[src/hdl/dvc_pkg.sv]
// Package for the distinct value counter: shared types and constants.
// No dependencies.
`default_nettype none

package dvc_pkg;

  localparam int VALUE_W = 32;
  localparam int COUNT_W = 16;
  localparam int SUM_W   = 38;

  localparam logic [COUNT_W-1:0] COUNT_MAX = {COUNT_W{1'b1}};

  typedef struct packed {
    logic               valid;
    logic [VALUE_W-1:0] value;
  } token_t;

  typedef struct packed {
    logic               valid;
    logic [VALUE_W-1:0] value;
    logic [COUNT_W-1:0] count;
  } entry_t;

  typedef enum logic [1:0] {
    ST_LOAD,
    ST_DRAIN,
    ST_EMIT
  } state_t;

endpackage

`default_nettype wire

[src/hdl/dvc_cell.sv]
// One table cell: holds one entry and passes unmatched sample tokens on.
// Depends on dvc_pkg.
`default_nettype none

module dvc_cell (
  input  wire logic            clk,
  input  wire logic            rst,
  input  wire logic            shift,
  input  wire dvc_pkg::token_t tok_in,
  output dvc_pkg::token_t      tok_out,
  input  wire dvc_pkg::entry_t ent_in,
  output dvc_pkg::entry_t      ent
);
  import dvc_pkg::*;

  logic hit;
  logic claim;

  assign hit   = tok_in.valid && ent.valid && (ent.value == tok_in.value);
  assign claim = tok_in.valid && !ent.valid;

  always_ff @(posedge clk) begin
    if (rst) begin
      tok_out.valid <= 1'b0;
    end else if (shift) begin
      tok_out.valid <= 1'b0;
    end else begin
      tok_out.valid <= tok_in.valid && !hit && !claim;
    end
    tok_out.value <= tok_in.value;
  end

  always_ff @(posedge clk) begin
    if (rst) begin
      ent.valid <= 1'b0;
    end else if (shift) begin
      ent.valid <= ent_in.valid;
    end else if (claim) begin
      ent.valid <= 1'b1;
    end
    if (shift) begin
      ent.value <= ent_in.value;
      ent.count <= ent_in.count;
    end else if (claim) begin
      ent.value <= tok_in.value;
      ent.count <= COUNT_W'(1);
    end else if (hit && ent.count != COUNT_MAX) begin
      ent.count <= ent.count + COUNT_W'(1);
    end
  end

endmodule

`default_nettype wire

[config.mk]
export PLATFORM = sky130hd
export DESIGN_NAME = dvc_cell
export DESIGN_NICKNAME = d
export VERILOG_FILES = /design/src/hdl/dvc_pkg.sv /design/src/hdl/dvc_cell.sv
export SDC_FILE = /design/constraint.sdc
export NUM_CORES = 1
export LEC_CHECK = 0
export ABC_AREA = 1
export BUFFER_PORTS_ARGS = -buffer_cell sky130_fd_sc_hd__buf_2
export CAP_MARGIN = 20
export CELL_PAD_IN_SITES_DETAIL_PLACEMENT = 1
export CELL_PAD_IN_SITES_GLOBAL_PLACEMENT = 2
export CORE_ASPECT_RATIO = 2
export CORE_MARGIN = 3
export CORE_UTILIZATION = 25
export DETAILED_ROUTE_END_ITERATION = 8
export GPL_TIMING_DRIVEN = 0
export PLACE_DENSITY = 0.82
export SLEW_MARGIN = 30
export SYNTH_ARGS = -nofsm -noshare
export SYNTH_HDL_FRONTEND = slang
export SYNTH_SLANG_ARGS = --single-unit
[constraint.sdc]
create_clock -name clk -period 2.75 [get_ports clk]
set_clock_uncertainty 0.1 [all_clocks]
set_input_delay 0.275 -clock clk [delete_from_list [all_inputs] [get_ports clk]]
set_output_delay 0.275 -clock clk [all_outputs]
set_load 0.03 [all_outputs]
==> flow_metrics.py <==
metrics = {
    "run_status": {
        "status": "completed",
    },
    "hold_path": {
        "hold_path_end": "ent[48]",
        "hold_depth": 2,
        "min_path_type": "in -> reg",
        "hp-start": "rst",
    },
    "power": {
        "p_leak_nw": 2.68,
        "seq_power_share": 0.448,
        "vdd_drop_max_uv": 265,
        "p_comb_frac": 0.198,
        "sw_frac_of_total": 0.313,
        "clkPwrFrac": 0.354,
        "power.internal_mw": 2.28,
        "p_switching_mw": 1.04,
        "power_mw": 3.32,
        "power.density_mw_per_mm2": 624,
    },
    "cts": {
        "clockBufferDepth": 2,
        "cts-root-buf": "clkbuf_16",
        "cts_sinks": 82,
        "cts_setup_buffers": 0,
        "cts_made_buffers": 9,
        "h-tree-depth": 3,
        "clock_latency_ns": 0.34,
        "cts_tree": "yes",
        "clk_pin_slew_ns": 0.06,
    },
    "placed_design": {
        "place_area_mm2": 0.00472,
        "numPortBuffers": 166,
        "gp_congestion": 0.802,
        "hpwl_um": 9660,
    },
    "timing": {
        "rsz0062_at_grt": "no",
        "hold_viol_final": 0,
        "fin_crit_ns": 2.47,
        "min_period_over_period": 0.897,
        "fmax_mhz": 405,
        "setup_viol": 0,
        "drv_slew": 0,
        "timing.hold.ws_ns": 0.0215,
        "tightest_slew_ns": 0.726,
        "relSlewSlack": 0.514,
    },
    "flow_run": {
        "drv_cap": 0,
    },
    "synthesis": {
        "syn_nets": 515,
        "yosysWarnings": 0,
        "seq_area_frac_synth": 0.582,
        "syn_inst": 429,
        "synth_top_area_share": 0.395,
        "ys_top_cells_by_count": "nand2_1 (170), inv_1 (64), edfxtp_1 (48)",
        "yosysMostFrequentCell": "nand2_1",
        "ys.flop_type": "edfxtp_1",
        "ys_seq_elements": 82,
        "avgSynthCellArea_um2": 8.50,
        "synth_edf_count": 48,
        "async_flop_share": 0,
        "synth_top_area_cell": "edfxtp_1",
        "synth_area_leaders": "edfxtp_1 (40%), dfxtp_1 (19%), nand2_1 (17%), inv_1 (6.6%), o21ai_0 (4.8%)",
        "syn_area_mm2": 0.00365,
        "ys_types": 33,
    },
    "critical_path": {
        "path_class": "reg -> reg",
        "rrSetupSlack_ns": 0.28,
        "critPathMaxFanout": 16,
        "arrival_ns": 2.28,
        "worstSetupEndpointType": "register",
        "r2r_cells": 8,
        "cp.required_ns": 2.56,
        "start_kind": "register",
        "r2r-start": "ent[0]",
        "reg2reg_to": "ent[9]",
    },
    "grt": {
        "grt_usage": 0.158,
        "top_usage_layer": "met2",
        "grt-ovfl-total": 0,
        "met3_usage": 0.0311,
        "grt_max_degree": 38,
        "antenna_found_initial": 1,
        "grt_pass1_vias": 3906,
        "grt_pass1_wl_um": 19800,
        "met1_usage": 0.156,
        "grtUsageMet2": 0.314,
    },
    "drt": {
        "via_per_inst": 4.29,
        "wl_um": 12600,
        "wire_per_inst_um": 15.1,
        "first_pass_iters": 4,
        "ant_nets": 0,
        "via_count": 3571,
        "first_iter_violations": 98,
        "drc_errors": 0,
    },
    "layout": {
        "multi_input_area_mm2": 0.00124,
        "fin_util": 0.378,
        "drive_gt1_frac": 0.308,
        "seq_area_mm2": 0.00212,
        "n_fill_cell": 1753,
        "syn2layout_area_growth_pct": 46.1,
        "final_nets": 724,
        "fin_area_mm2": 0.00533,
    },
    "die": {
        "start_util": 0.258,
        "std_cell_rows": 61,
        "core_mm2": 0.0141,
        "num_io_pins": 167,
        "die_h_um": 177,
        "die_area_mm2": 0.0162,
        "die_w_um": 91.4,
    },
}
==> worst max path at each step <==
stage                     endpoint  startpoint  cells after the start
after floorplan             ent[0]     ent[48]                      6
after global placement      ent[4]       shift                      6
after detailed placement    ent[5]       shift                      6
after CTS                  ent[10]      ent[0]                      8
after global routing        ent[9]      ent[0]                      8
final                       ent[9]      ent[0]                      8
==> timing repair <==
item | 4_1_cts | 5_1_grt
endpoints found under the setup margin | 16 | 0
hold endpoints to repair | 32 | 0
resized for setup | 1 | 0
hold buffers | 32 | 0
==> sequential cells by signal (all words and copies together), names as in the netlist <==
register,count
ent,49
tok_out,33
==> per-layer routing <==
| metal | routed length [um] | vias up |
|---|---|---|
| met5 | 0 | - |
| met4 | 259 | 0 |
| met3 | 492 | 12 |
| met2 | 7320 | 99 |
| met1 | 4550 | 1685 |
| li1 | - | 1775 |
==> cells in the final DEF, fill, tap and decap left out, types with 4 or more instances in the layout <==
cell type,count
clkbuf_1,4
nand4_1,6
edfxtp_1,48
a21oi_1,5
inv_1,64
buf_2,167
nor2_1,22
nand2_1,170
xnor2_1,7
dlygate4sd3_1,32
o21ai_0,35
clkbuf_16,9
dfxtp_1,34
==> logic make-up after synthesis <==
family	after synthesis	share of synthesized area
simple gates	213	0.240
flops	82	0.582
fa+ha+maj	1	0.00343
xor+xnor	7	0.0168
buf+inv	75	0.0796
compound gates	51	0.0782
==> worst max-delay path, cell delays in order (launching register included) <==
cell and delay, ns:
edfxtp_1 0.42, ha_1 0.21, nand2_2 0.10, nor2_1 0.25
nand3b_2 0.15, nor2_4 0.17, nand3_1 0.10, nand4_1 0.10
nand2_1 0.43
==> layout make-up <==
class                           count  area share
Clock buffer                       10      0.0448
Timing Repair Buffer              198       0.216
Tap cell                          189      0.0444
Buffer                              9     0.00798
Sequential cell                    82       0.398
Antenna cell                        1    0.000469
Multi-Input combinational cell    272       0.233
Clock inverter                      6     0.00915
Inverter                           66      0.0465
==> stage by stage <==
step	setup slack, ns	instances	setup TNS (ns)
2_1_floorplan	0.517	429	0
5_1_grt	0.0436	833	0
3_5_place_dp	-0.142	784	-2.25
6_report	0.283	833	0
4_1_cts	0.221	832	0
3_3_place_gp	-0.111	784	-1.76
==> power groups by stage <==
stage	logic, mW	clock network [mW]	registers [mW]
3_5_place_dp	0.631	0	1.52
6_report	0.658	1.18	1.49
5_1_grt	0.721	1.26	1.50
3_3_place_gp	0.617	0	1.51
4_1_cts	0.670	1.21	1.49
2_1_floorplan	0.191	0	1.70
No activity file was read; power rests on OpenSTA's default activity.
